[src/rtl/oqd_pkg.sv]
// Shared types and constants for the ordered queue with delete by value.
package oqd_pkg;

    // Command codes carried in the low bits of the input tdata.
    typedef enum logic [1:0] {
        CMD_APPEND  = 2'd0,
        CMD_REMOVE  = 2'd1,
        CMD_REPLACE = 2'd2,
        CMD_CLEAR   = 2'd3
    } oqd_cmd_t;

    // Result status codes.
    typedef enum logic [1:0] {
        ST_DONE      = 2'd0,
        ST_NOT_FOUND = 2'd1,
        ST_FULL      = 2'd2
    } oqd_status_t;

    // Width of the fixed input word fields and of the reported count.
    localparam int FIELD_W     = 32;
    localparam int COUNT_OUT_W = 7;

    // Input tdata layout.
    localparam int CMD_LSB       = 0;
    localparam int VALUE_LSB     = 2;
    localparam int NEW_VALUE_LSB = VALUE_LSB + FIELD_W;
    localparam int IN_TDATA_W    = 72;

    // Output tdata layout.
    localparam int STATUS_W    = 2;
    localparam int OUT_TDATA_W = 16;
    localparam int OUT_PAD_W   = OUT_TDATA_W - STATUS_W - COUNT_OUT_W;

    // Depth of the command queue between the front and back parts.
    localparam int FIFO_DEPTH = 2;

    // Classified command handed from the front part to the back part.
    typedef struct packed {
        oqd_cmd_t kind;
        logic     search;
    } oqd_op_t;

    // One result item.
    typedef struct packed {
        logic [COUNT_OUT_W-1:0] entry_count;
        oqd_status_t            status;
    } oqd_result_t;

endpackage

[src/rtl/oqd_front.sv]
// Front part: accepts input transfers, decodes and classifies each command.
module oqd_front #(
    parameter int DATA_WIDTH = 32
) (
    input  logic                          clk,
    input  logic                          rst_n,
    input  logic                          s_tvalid,
    output logic                          s_tready,
    // s_tdata fields from bit 0: cmd[1:0], value[33:2], new_value[65:34], zero pad
    input  logic [oqd_pkg::IN_TDATA_W-1:0] s_tdata,
    output logic                          op_valid,
    input  logic                          op_ready,
    output oqd_pkg::oqd_op_t              op,
    output logic [DATA_WIDTH-1:0]         key,
    output logic [DATA_WIDTH-1:0]         repl
);
    import oqd_pkg::*;

    logic                  valid_reg;
    oqd_op_t               op_reg;
    logic [DATA_WIDTH-1:0] key_reg;
    logic [DATA_WIDTH-1:0] repl_reg;

    oqd_op_t               op_dec;
    logic [DATA_WIDTH-1:0] key_dec;
    logic [DATA_WIDTH-1:0] repl_dec;
    logic                  take;

    // The holding register frees up when its command moves into the queue.
    assign s_tready = !valid_reg || op_ready;
    assign take     = s_tvalid && s_tready;

    // Decode the command and mark the ones that must search the store.
    always_comb
    begin
        op_dec.kind = oqd_cmd_t'(s_tdata[CMD_LSB +: 2]);
        unique case (op_dec.kind) inside
            CMD_REMOVE, CMD_REPLACE: op_dec.search = 1'b1;
            default:                 op_dec.search = 1'b0;
        endcase
        // Words are stored at the block's data width, sign-extended if wider.
        key_dec  = DATA_WIDTH'($signed(s_tdata[VALUE_LSB +: FIELD_W]));
        repl_dec = DATA_WIDTH'($signed(s_tdata[NEW_VALUE_LSB +: FIELD_W]));
    end

    // Valid flag of the holding register.
    always_ff @(posedge clk or negedge rst_n)
    begin
        if (!rst_n)
        begin
            valid_reg <= 1'b0;
        end
        else if (s_tready)
        begin
            valid_reg <= s_tvalid;
        end
    end

    // Payload of the holding register.
    always_ff @(posedge clk)
    begin
        if (take)
        begin
            op_reg   <= op_dec;
            key_reg  <= key_dec;
            repl_reg <= repl_dec;
        end
    end

    assign op_valid = valid_reg;
    assign op       = op_reg;
    assign key      = key_reg;
    assign repl     = repl_reg;

endmodule

[src/rtl/oqd_fifo.sv]
// Short command queue that decouples the front part from the back part.
module oqd_fifo #(
    parameter int WIDTH = 8
) (
    input  logic             clk,
    input  logic             rst_n,
    input  logic             in_valid,
    output logic             in_ready,
    input  logic [WIDTH-1:0] in_data,
    output logic             out_valid,
    input  logic             out_ready,
    output logic [WIDTH-1:0] out_data
);
    import oqd_pkg::*;

    localparam int PTR_W = (FIFO_DEPTH > 1) ? $clog2(FIFO_DEPTH) : 1;
    localparam int FILL_W = $clog2(FIFO_DEPTH + 1);

    logic [WIDTH-1:0]  slot_reg [FIFO_DEPTH];
    logic [PTR_W-1:0]  wr_ptr_reg;
    logic [PTR_W-1:0]  rd_ptr_reg;
    logic [FILL_W-1:0] fill_reg;
    logic              push;
    logic              pop;

    assign in_ready  = fill_reg != FILL_W'(FIFO_DEPTH);
    assign out_valid = fill_reg != '0;
    assign push      = in_valid && in_ready;
    assign pop       = out_valid && out_ready;
    assign out_data  = slot_reg[rd_ptr_reg];

    // Pointers and fill level.
    always_ff @(posedge clk or negedge rst_n)
    begin
        if (!rst_n)
        begin
            wr_ptr_reg <= '0;
            rd_ptr_reg <= '0;
            fill_reg   <= '0;
        end
        else
        begin
            if (push)
            begin
                wr_ptr_reg <= (wr_ptr_reg == PTR_W'(FIFO_DEPTH - 1)) ? '0 : wr_ptr_reg + 1'b1;
            end
            if (pop)
            begin
                rd_ptr_reg <= (rd_ptr_reg == PTR_W'(FIFO_DEPTH - 1)) ? '0 : rd_ptr_reg + 1'b1;
            end
            if (push && !pop)
            begin
                fill_reg <= fill_reg + 1'b1;
            end
            else if (pop && !push)
            begin
                fill_reg <= fill_reg - 1'b1;
            end
        end
    end

    // Slot storage.
    always_ff @(posedge clk)
    begin
        if (push)
        begin
            slot_reg[wr_ptr_reg] <= in_data;
        end
    end

endmodule

[src/rtl/oqd_back.sv]
// Back part: holds the entry memory, scans and shifts it, and registers results.
module oqd_back #(
    parameter int QUEUE_DEPTH = 64,
    parameter int DATA_WIDTH  = 32
) (
    input  logic                  clk,
    input  logic                  rst_n,
    input  logic                  op_valid,
    output logic                  op_ready,
    input  oqd_pkg::oqd_op_t      op,
    input  logic [DATA_WIDTH-1:0] key,
    input  logic [DATA_WIDTH-1:0] repl,
    output logic                  res_valid,
    input  logic                  res_ready,
    output oqd_pkg::oqd_result_t  res
);
    import oqd_pkg::*;

    localparam int ADDR_W = (QUEUE_DEPTH > 1) ? $clog2(QUEUE_DEPTH) : 1;
    localparam int CNT_W  = $clog2(QUEUE_DEPTH + 1);
    localparam int EXT_W  = CNT_W + COUNT_OUT_W;

    typedef enum logic [1:0] {
        S_IDLE,
        S_CMP,
        S_SHIFT
    } state_t;

    // Entry memory with a registered read port.
    logic [DATA_WIDTH-1:0] mem [QUEUE_DEPTH];
    logic [DATA_WIDTH-1:0] rd_data_reg;
    logic                  we;
    logic [ADDR_W-1:0]     waddr;
    logic [DATA_WIDTH-1:0] wdata;
    logic [ADDR_W-1:0]     raddr;

    state_t                state_reg,     state_next;
    logic [ADDR_W-1:0]     idx_reg,       idx_next;
    logic [CNT_W-1:0]      count_reg,     count_next;
    oqd_cmd_t              kind_reg,      kind_next;
    logic [DATA_WIDTH-1:0] key_reg,       key_next;
    logic [DATA_WIDTH-1:0] repl_reg,      repl_next;
    logic                  out_valid_reg, out_valid_next;
    oqd_result_t           out_res_reg,   out_res_next;

    logic              slot_free;
    logic              full;
    logic [CNT_W-1:0]  idx_p1;
    logic [CNT_W-1:0]  idx_p2;
    logic              finish;
    oqd_status_t       status_v;
    logic [EXT_W-1:0]  cnt_wide;

    // A new command starts only when its result will have a free slot.
    assign slot_free = !out_valid_reg || res_ready;
    assign op_ready  = (state_reg == S_IDLE) && slot_free;
    assign full      = count_reg == CNT_W'(QUEUE_DEPTH);
    assign idx_p1    = CNT_W'(idx_reg) + 1'b1;
    assign idx_p2    = CNT_W'(idx_reg) + 2'd2;

    // Sequencer: search one entry a cycle, then for a remove shift one entry a cycle.
    always_comb
    begin
        state_next     = state_reg;
        idx_next       = idx_reg;
        count_next     = count_reg;
        kind_next      = kind_reg;
        key_next       = key_reg;
        repl_next      = repl_reg;
        out_valid_next = out_valid_reg && !res_ready;
        out_res_next   = out_res_reg;
        finish         = 1'b0;
        status_v       = ST_DONE;
        we             = 1'b0;
        waddr          = idx_reg;
        wdata          = repl_reg;
        raddr          = idx_p1[ADDR_W-1:0];
        cnt_wide       = '0;

        unique case (state_reg)
            S_IDLE:
            begin
                raddr = '0;
                if (op_valid && slot_free)
                begin
                    kind_next = op.kind;
                    key_next  = key;
                    repl_next = repl;
                    if (op.search)
                    begin
                        // Nothing can match in an empty queue.
                        if (count_reg == '0)
                        begin
                            finish   = 1'b1;
                            status_v = ST_NOT_FOUND;
                        end
                        else
                        begin
                            idx_next   = '0;
                            state_next = S_CMP;
                        end
                    end
                    else if (op.kind == CMD_CLEAR)
                    begin
                        count_next = '0;
                        finish     = 1'b1;
                    end
                    else if (full)
                    begin
                        finish   = 1'b1;
                        status_v = ST_FULL;
                    end
                    else
                    begin
                        we         = 1'b1;
                        waddr      = count_reg[ADDR_W-1:0];
                        wdata      = key;
                        count_next = count_reg + 1'b1;
                        finish     = 1'b1;
                    end
                end
            end
            S_CMP:
            begin
                if (rd_data_reg == key_reg)
                begin
                    if (kind_reg == CMD_REPLACE)
                    begin
                        we     = 1'b1;
                        finish = 1'b1;
                    end
                    else if (idx_p1 == count_reg)
                    begin
                        // The match is the tail entry: nothing to close up.
                        count_next = count_reg - 1'b1;
                        finish     = 1'b1;
                    end
                    else
                    begin
                        state_next = S_SHIFT;
                    end
                end
                else if (idx_p1 == count_reg)
                begin
                    finish   = 1'b1;
                    status_v = ST_NOT_FOUND;
                end
                else
                begin
                    idx_next = idx_reg + 1'b1;
                end
            end
            S_SHIFT:
            begin
                // Move the entry read last cycle one place toward the head.
                raddr = idx_p2[ADDR_W-1:0];
                we    = 1'b1;
                wdata = rd_data_reg;
                if (idx_p2 == count_reg)
                begin
                    count_next = count_reg - 1'b1;
                    finish     = 1'b1;
                end
                else
                begin
                    idx_next = idx_reg + 1'b1;
                end
            end
            default:
            begin
                state_next = S_IDLE;
            end
        endcase

        // Load the result register when a command completes.
        if (finish)
        begin
            cnt_wide                 = EXT_W'(count_next);
            state_next               = S_IDLE;
            out_valid_next           = 1'b1;
            out_res_next.status      = status_v;
            out_res_next.entry_count = cnt_wide[COUNT_OUT_W-1:0];
        end
    end

    // State and registered outputs.
    always_ff @(posedge clk or negedge rst_n)
    begin
        if (!rst_n)
        begin
            state_reg     <= S_IDLE;
            count_reg     <= '0;
            out_valid_reg <= 1'b0;
            idx_reg       <= '0;
            kind_reg      <= CMD_APPEND;
            key_reg       <= '0;
            repl_reg      <= '0;
            out_res_reg   <= '0;
        end
        else
        begin
            state_reg     <= state_next;
            count_reg     <= count_next;
            out_valid_reg <= out_valid_next;
            idx_reg       <= idx_next;
            kind_reg      <= kind_next;
            key_reg       <= key_next;
            repl_reg      <= repl_next;
            out_res_reg   <= out_res_next;
        end
    end

    // Entry memory: one write and one registered read per cycle.
    always_ff @(posedge clk)
    begin
        if (we)
        begin
            mem[waddr] <= wdata;
        end
        rd_data_reg <= mem[raddr];
    end

    assign res_valid = out_valid_reg;
    assign res       = out_res_reg;

endmodule

[src/rtl/ordered_queue_delete_by_value.sv]
// Top level of the ordered queue with search, delete and replace by value.
//
//  Channel | Direction | tdata fields from bit 0                          | Width
//  s_*     | in        | cmd[1:0], value[33:2], new_value[65:34], pad     | 72
//  m_*     | out       | status[1:0], entry_count[8:2], pad               | 16
//
// Append and clear finish in the back part's idle state; so do remove and
// replace on an empty queue. Otherwise remove and replace scan the entry
// memory one entry a cycle, from the head up to the first match or the tail.
// A remove then closes the gap one entry a cycle, moving each later entry
// one place toward the head. Front register and command queue keep taking
// commands while the back part works. Reset empties the queue at once; a
// stalled result holds in the output register and pauses the back part.
module ordered_queue_delete_by_value #(
    parameter int QUEUE_DEPTH = 64,
    parameter int DATA_WIDTH  = 32
) (
    input  logic                            clk,
    input  logic                            rst_n,
    input  logic                            s_tvalid,
    output logic                            s_tready,
    // s_tdata fields from bit 0: cmd[1:0], value[33:2], new_value[65:34], zero pad
    input  logic [oqd_pkg::IN_TDATA_W-1:0]  s_tdata,
    output logic                            m_tvalid,
    input  logic                            m_tready,
    // m_tdata fields from bit 0: status[1:0], entry_count[8:2], zero pad
    output logic [oqd_pkg::OUT_TDATA_W-1:0] m_tdata
);
    import oqd_pkg::*;

    localparam int Q_W = $bits(oqd_op_t) + 2 * DATA_WIDTH;

    logic                  f_valid;
    logic                  f_ready;
    oqd_op_t               f_op;
    logic [DATA_WIDTH-1:0] f_key;
    logic [DATA_WIDTH-1:0] f_repl;

    logic                  b_valid;
    logic                  b_ready;
    logic [Q_W-1:0]        b_data;
    oqd_op_t               b_op;
    logic [DATA_WIDTH-1:0] b_key;
    logic [DATA_WIDTH-1:0] b_repl;

    oqd_result_t           res;

    // Front part: accept and classify.
    oqd_front #(
        .DATA_WIDTH (DATA_WIDTH)
    ) u_front (
        .clk      (clk),
        .rst_n    (rst_n),
        .s_tvalid (s_tvalid),
        .s_tready (s_tready),
        .s_tdata  (s_tdata),
        .op_valid (f_valid),
        .op_ready (f_ready),
        .op       (f_op),
        .key      (f_key),
        .repl     (f_repl)
    );

    // Command queue between the two parts.
    oqd_fifo #(
        .WIDTH (Q_W)
    ) u_fifo (
        .clk       (clk),
        .rst_n     (rst_n),
        .in_valid  (f_valid),
        .in_ready  (f_ready),
        .in_data   ({f_op, f_key, f_repl}),
        .out_valid (b_valid),
        .out_ready (b_ready),
        .out_data  (b_data)
    );

    assign {b_op, b_key, b_repl} = b_data;

    // Back part: memory scan, shift and result register.
    oqd_back #(
        .QUEUE_DEPTH (QUEUE_DEPTH),
        .DATA_WIDTH  (DATA_WIDTH)
    ) u_back (
        .clk       (clk),
        .rst_n     (rst_n),
        .op_valid  (b_valid),
        .op_ready  (b_ready),
        .op        (b_op),
        .key       (b_key),
        .repl      (b_repl),
        .res_valid (m_tvalid),
        .res_ready (m_tready),
        .res       (res)
    );

    assign m_tdata = {{OUT_PAD_W{1'b0}}, res.entry_count, res.status};

endmodule

[config.mk]
export PLATFORM = sky130hd
export DESIGN_NAME = ordered_queue_delete_by_value
export DESIGN_NICKNAME = d
export VERILOG_FILES = /design/src/rtl/oqd_pkg.sv /design/src/rtl/oqd_front.sv /design/src/rtl/oqd_fifo.sv /design/src/rtl/oqd_back.sv /design/src/rtl/ordered_queue_delete_by_value.sv
export SDC_FILE = /design/constraint.sdc
export NUM_CORES = 2
export LEC_CHECK = 0
export ABC_AREA = 1
export BUFFER_PORTS_ARGS = -buffer_cell sky130_fd_sc_hd__buf_2
export CAP_MARGIN = 20
export CORE_MARGIN = 2
export CORE_UTILIZATION = 50
export CTS_BUF_LIST = sky130_fd_sc_hd__clkbuf_8
export DETAILED_ROUTE_END_ITERATION = 10
export PLACE_DENSITY = 0.65
export SETUP_SLACK_MARGIN = 0.05
export SLEW_MARGIN = 20
export SYNTH_ARGS = -nofsm -noshare
export SYNTH_HDL_FRONTEND = slang
export SYNTH_HIERARCHICAL = 1
export SYNTH_SLANG_ARGS = --single-unit
[constraint.sdc]
create_clock -name clk -period 10.6 [get_ports clk]
set_input_delay 1.06 -clock clk [delete_from_list [all_inputs] [get_ports clk]]
set_output_delay 1.06 -clock clk [all_outputs]
set_load 0.05 [all_outputs]
==> impl_results.html <==
<table>
<tr><th>Metric</th><th>Value</th></tr>
<tr><th colspan="2">Run status</th></tr>
<tr><td>Outcome</td><td>finished clean</td></tr>
<tr><th colspan="2">Layout</th></tr>
<tr><td>Commonest cells after routing, fill and taps aside</td><td>2249 x sky130_fd_sc_hd__edfxtp_1, 1090 x sky130_fd_sc_hd__nor2_1, 1020 x sky130_fd_sc_hd__o21ai_0</td></tr>
<tr><td>Fill cells</td><td>~15000</td></tr>
<tr><td>Final standard cell utilization of the core</td><td>0.557</td></tr>
<tr><td>Most frequent standard cell in the layout excluding fill and tap cells</td><td>sky130_fd_sc_hd__edfxtp_1</td></tr>
<tr><td>Number of cells in the finished layout apart from fillers</td><td>10190</td></tr>
<tr><td>Proportion of layout cells with a drive suffix above 1</td><td>0.139</td></tr>
<tr><td>Area growth syn-to-layout</td><td>11.1%</td></tr>
<tr><td>Net total in the final layout</td><td>7482</td></tr>
<tr><td>Number of flip-flops under the largest register name</td><td>about 2000</td></tr>
<tr><td>Final standard cell area without fillers</td><td>~110000 um2</td></tr>
<tr><th colspan="2">Logic synthesis</th></tr>
<tr><td>Cell variety after synth</td><td>45</td></tr>
<tr><td>Register bit count reported by yosys</td><td>~2400</td></tr>
<tr><td>Synthesized area divided by synthesized cell count</td><td>between 10 and 15 um2</td></tr>
<tr><td>Cell area after synthesis</td><td>~95000 um2</td></tr>
<tr><td>Synth top area cells</td><td>sky130_fd_sc_hd__edfxtp_1 71%, sky130_fd_sc_hd__o211ai_1 5.8%, sky130_fd_sc_hd__o21ai_0 5.5%</td></tr>
<tr><td>Share of the synthesized area in the top cell type</td><td>0.710</td></tr>
<tr><td>Post-Synthesis Cells</td><td>between 7000 and 8000</td></tr>
<tr><td>Proportion of synthesized chip area in sequential cells</td><td>0.742</td></tr>
<tr><td>YS warnings</td><td>6</td></tr>
<tr><td>Cell accounting for the most synthesized area</td><td>sky130_fd_sc_hd__edfxtp_1</td></tr>
<tr><th colspan="2">CTS</th></tr>
<tr><td>Post-CTS clock slew at the launch and capture registers of the worst setup and hold paths</td><td>0.06 ns</td></tr>
<tr><td>Worst-skew pair later-pin latency</td><td>1.09 ns</td></tr>
<tr><td>Number of clock sinks seen by CTS</td><td>between 2000 and 2500</td></tr>
<tr><td>Hold_buf cts</td><td>1</td></tr>
<tr><td>Post-CTS sizing</td><td>0</td></tr>
<tr><td>Clock root cell</td><td>sky130_fd_sc_hd__clkbuf_8</td></tr>
<tr><td>Number of buffers inserted during clock tree synthesis</td><td>between 300 and 400</td></tr>
<tr><td>Clock tree from TritonCTS</td><td>built</td></tr>
<tr><td>Maximum level of the CTS H-tree</td><td>5</td></tr>
<tr><td>Maximum number of buffers from clock root to sink</td><td>4</td></tr>
<tr><td>Number of buffers added for setup after CTS</td><td>0</td></tr>
<tr><th colspan="2">STA</th></tr>
<tr><td>Fin. Hold Viols</td><td>0</td></tr>
<tr><td>Setup tns final</td><td>0 ns</td></tr>
<tr><td>Relative slew slack</td><td>0.189</td></tr>
<tr><td>Slew Limit Fails</td><td>0</td></tr>
<tr><td>Post-route minimum period</td><td>between 6 and 7 ns</td></tr>
<tr><td>Max frequency</td><td>166 MHz</td></tr>
<tr><td>Worst hold slack after final layout</td><td>between 0.15 and 0.2 ns</td></tr>
<tr><td>Worst path setup slack after routing</td><td>around 4.6 ns</td></tr>
<tr><td>Tightest Pin Transition</td><td>roughly 1.2 ns</td></tr>
<tr><td>Number of failing setup endpoints in the final timing report</td><td>0</td></tr>
<tr><td>RSZ-0062 raised after global routing</td><td>false</td></tr>
<tr><td>Layout Skew</td><td>roughly 0.12 ns</td></tr>
<tr><td>Post-route fraction of the period consumed by the critical path</td><td>0.567</td></tr>
<tr><th colspan="2">Placement</th></tr>
<tr><td>Instance count after placement with tap cells included</td><td>roughly 9500</td></tr>
<tr><td>Routability Congestion</td><td>between 0.8 and 0.9</td></tr>
<tr><td>Total cell area at the placement stage</td><td>between 90000 and 100000 um2</td></tr>
<tr><td>Pre-CTS setup slack</td><td>~4.8 ns</td></tr>
<tr><td>Buffers added on ports</td><td>80</td></tr>
<tr><td>Detail Placement HPWL</td><td>126 mm</td></tr>
<tr><th colspan="2">Die</th></tr>
<tr><td>Num ports</td><td>94</td></tr>
<tr><td>Width of the chip</td><td>roughly 440 um</td></tr>
<tr><td>Core Box Area</td><td>~190000 um2</td></tr>
<tr><td>Die Y</td><td>~440 um</td></tr>
<tr><td>Num rows</td><td>160</td></tr>
<tr><td>Initial Utilization</td><td>0.502</td></tr>
<tr><td>Die Footprint</td><td>a little under 200000 um2</td></tr>
<tr><th colspan="2">Hold path</th></tr>
<tr><td>Number of cells on the worst hold path</td><td>1</td></tr>
<tr><td>Worst min-delay path class</td><td>in -&gt; reg</td></tr>
<tr><td>Min-delay src</td><td>s_tdata[18]</td></tr>
<tr><th colspan="2">Routing</th></tr>
<tr><td>Final routed DRC violation total</td><td>0</td></tr>
<tr><td>Number of iterations in the first detailed-routing pass</td><td>5</td></tr>
<tr><td>Initial DRC Count</td><td>slightly below 7000</td></tr>
<tr><td>Routed wire length</td><td>around 250 mm</td></tr>
<tr><td>Post-DR vias/cell</td><td>around 6</td></tr>
<tr><td>Remaining antenna violation count after routing</td><td>0</td></tr>
<tr><td>Per-cell routed wire length</td><td>24.7 um</td></tr>
<tr><td>Routed via count</td><td>~60000</td></tr>
<tr><th colspan="2">Power</th></tr>
<tr><td>Worst ir drop on vdd</td><td>around 0.44 mV</td></tr>
<tr><td>Post-layout total power</td><td>between 30 and 40 mW</td></tr>
<tr><td>Static leakage power</td><td>about 35 nW</td></tr>
<tr><td>Pwr dens</td><td>345 nW/um2</td></tr>
<tr><th colspan="2">Worst setup path</th></tr>
<tr><td>Crit Path Class</td><td>reg -&gt; reg</td></tr>
<tr><td>Sort of element at the end of the critical path</td><td>flop</td></tr>
<tr><td>Crit path from</td><td>u_back/state_reg[1]</td></tr>
<tr><td>CP Max Fanout</td><td>around 150</td></tr>
<tr><td>Reg2reg start</td><td>u_back/state_reg[1]</td></tr>
<tr><td>Arrival time worst endpoint</td><td>6.97 ns</td></tr>
<tr><td>Worst Reg2Reg Path Length in Cells</td><td>13</td></tr>
<tr><td>Worst setup slack for register-to-register paths</td><td>around 4.6 ns</td></tr>
<tr><td>Data required, critical path</td><td>11.56 ns</td></tr>
<tr><td>Worst Setup Start Kind</td><td>flop</td></tr>
<tr><th colspan="2">Global routing</th></tr>
<tr><td>Residual overflow from global routing</td><td>0</td></tr>
<tr><td>Via count of the first global-routing pass</td><td>approximately 57000</td></tr>
<tr><td>Global router's overall resource usage</td><td>0.257</td></tr>
<tr><td>Pin count of the biggest net entering global routing</td><td>206</td></tr>
<tr><td>First-pass GRT wire length</td><td>between 300 and 400 mm</td></tr>
<tr><td>Number of antenna violations at the first check in global routing</td><td>7</td></tr>
<tr><th colspan="2">Flow run</th></tr>
<tr><td>Number of violations of the max-capacitance limit</td><td>0</td></tr>
</table>
[cell type report]
| type | instances | area, um2 | area share |
|---|---|---|---|
| sequential | 2377 | 70600 | 0.668 |
| multi-input combinational | 4272 | 22800 | 0.216 |
| clock buffer | 421 | 5790 | 0.0548 |
| tap | 2511 | 3140 | 0.0297 |
| timing repair buffer | 232 | 1680 | 0.0159 |
| clock inverter | 249 | 1140 | 0.0108 |
| inverter | 126 | 503 | 0.00476 |
| antenna | 2 | 5.00 | 0.0000474 |
[cells by family (layout without fill, tap and decap cells)]
| logic type | count (synthesis) | after routing | share of synthesized area |
|---|---|---|---|
| compound gates | 1992 | 1992 | 0.126 |
| xor+xnor | 36 | 36 | 0.00332 |
| fa+ha+maj | 11 | 11 | 0.00145 |
| buf+inv | 632 | 1028 | 0.0285 |
| flops | 2377 | 2377 | 0.742 |
| other cells | 1 | 9 | 0.0000394 |
| simple gates | 2226 | 2226 | 0.0985 |
[layer usage]
layer | wire (um) | GRT usage
met5 | 13 | 0
met4 | 8270 | 0.0951
met3 | 22500 | 0.0540
met2 | 117000 | 0.399
met1 | 104000 | 0.358
[path summary, 6_finish.rpt]
check                                    endpoint
max                         u_back/rd_data_reg[7]
min                               u_front/key[16]
max reg2reg                 u_back/rd_data_reg[7]
min reg2reg                u_fifo/slot_reg[0][50]
max in group asynchronous     u_back/repl_reg[10]
min in group asynchronous           u_back/res[3]
[synthesized netlist by cell type, drive strengths merged]
master / n
inv: 122
o2bb2ai: 1
nor2: 1162
a31oi: 4
dfrtp: 96
o31ai: 3
nand2: 580
xor2: 9
dfxtp: 32
a21boi: 2
nor3: 5
edfxtp: 2249
conb: 1
xnor2: 27
o211ai: 735
nand3: 232
clkinv: 4
nand4: 23
or2: 223
clkbuf: 318
o21ai: 1191
a22oi: 25
nor4: 1
a21oi: 18
o221ai: 9
ha: 11
buf: 188
o21a: 1
o22ai: 3
[report_power, final]
part           internal [mW]  total [mW]  switching (mW)
Clock                   3.74        7.23            3.49
Sequential              13.7        14.0           0.324
Combinational           3.72        15.2            11.5
[worst max-delay path: stages (launching register included)]
cell	delay (ns)
sky130_fd_sc_hd__dfrtp_1	0.40
sky130_fd_sc_hd__inv_1	0.13
sky130_fd_sc_hd__ha_1	0.24
sky130_fd_sc_hd__nor2_4	0.62
sky130_fd_sc_hd__inv_2	0.52
sky130_fd_sc_hd__o22ai_4	0.68
sky130_fd_sc_hd__buf_4	0.80
sky130_fd_sc_hd__buf_12	0.51
sky130_fd_sc_hd__o21ai_0	0.19
sky130_fd_sc_hd__o211ai_1	0.20
sky130_fd_sc_hd__o211ai_1	0.14
sky130_fd_sc_hd__nand3_1	0.38
sky130_fd_sc_hd__nand3_1	0.38
sky130_fd_sc_hd__nand2_1	0.18
Power figures use the tool's default switching activity.
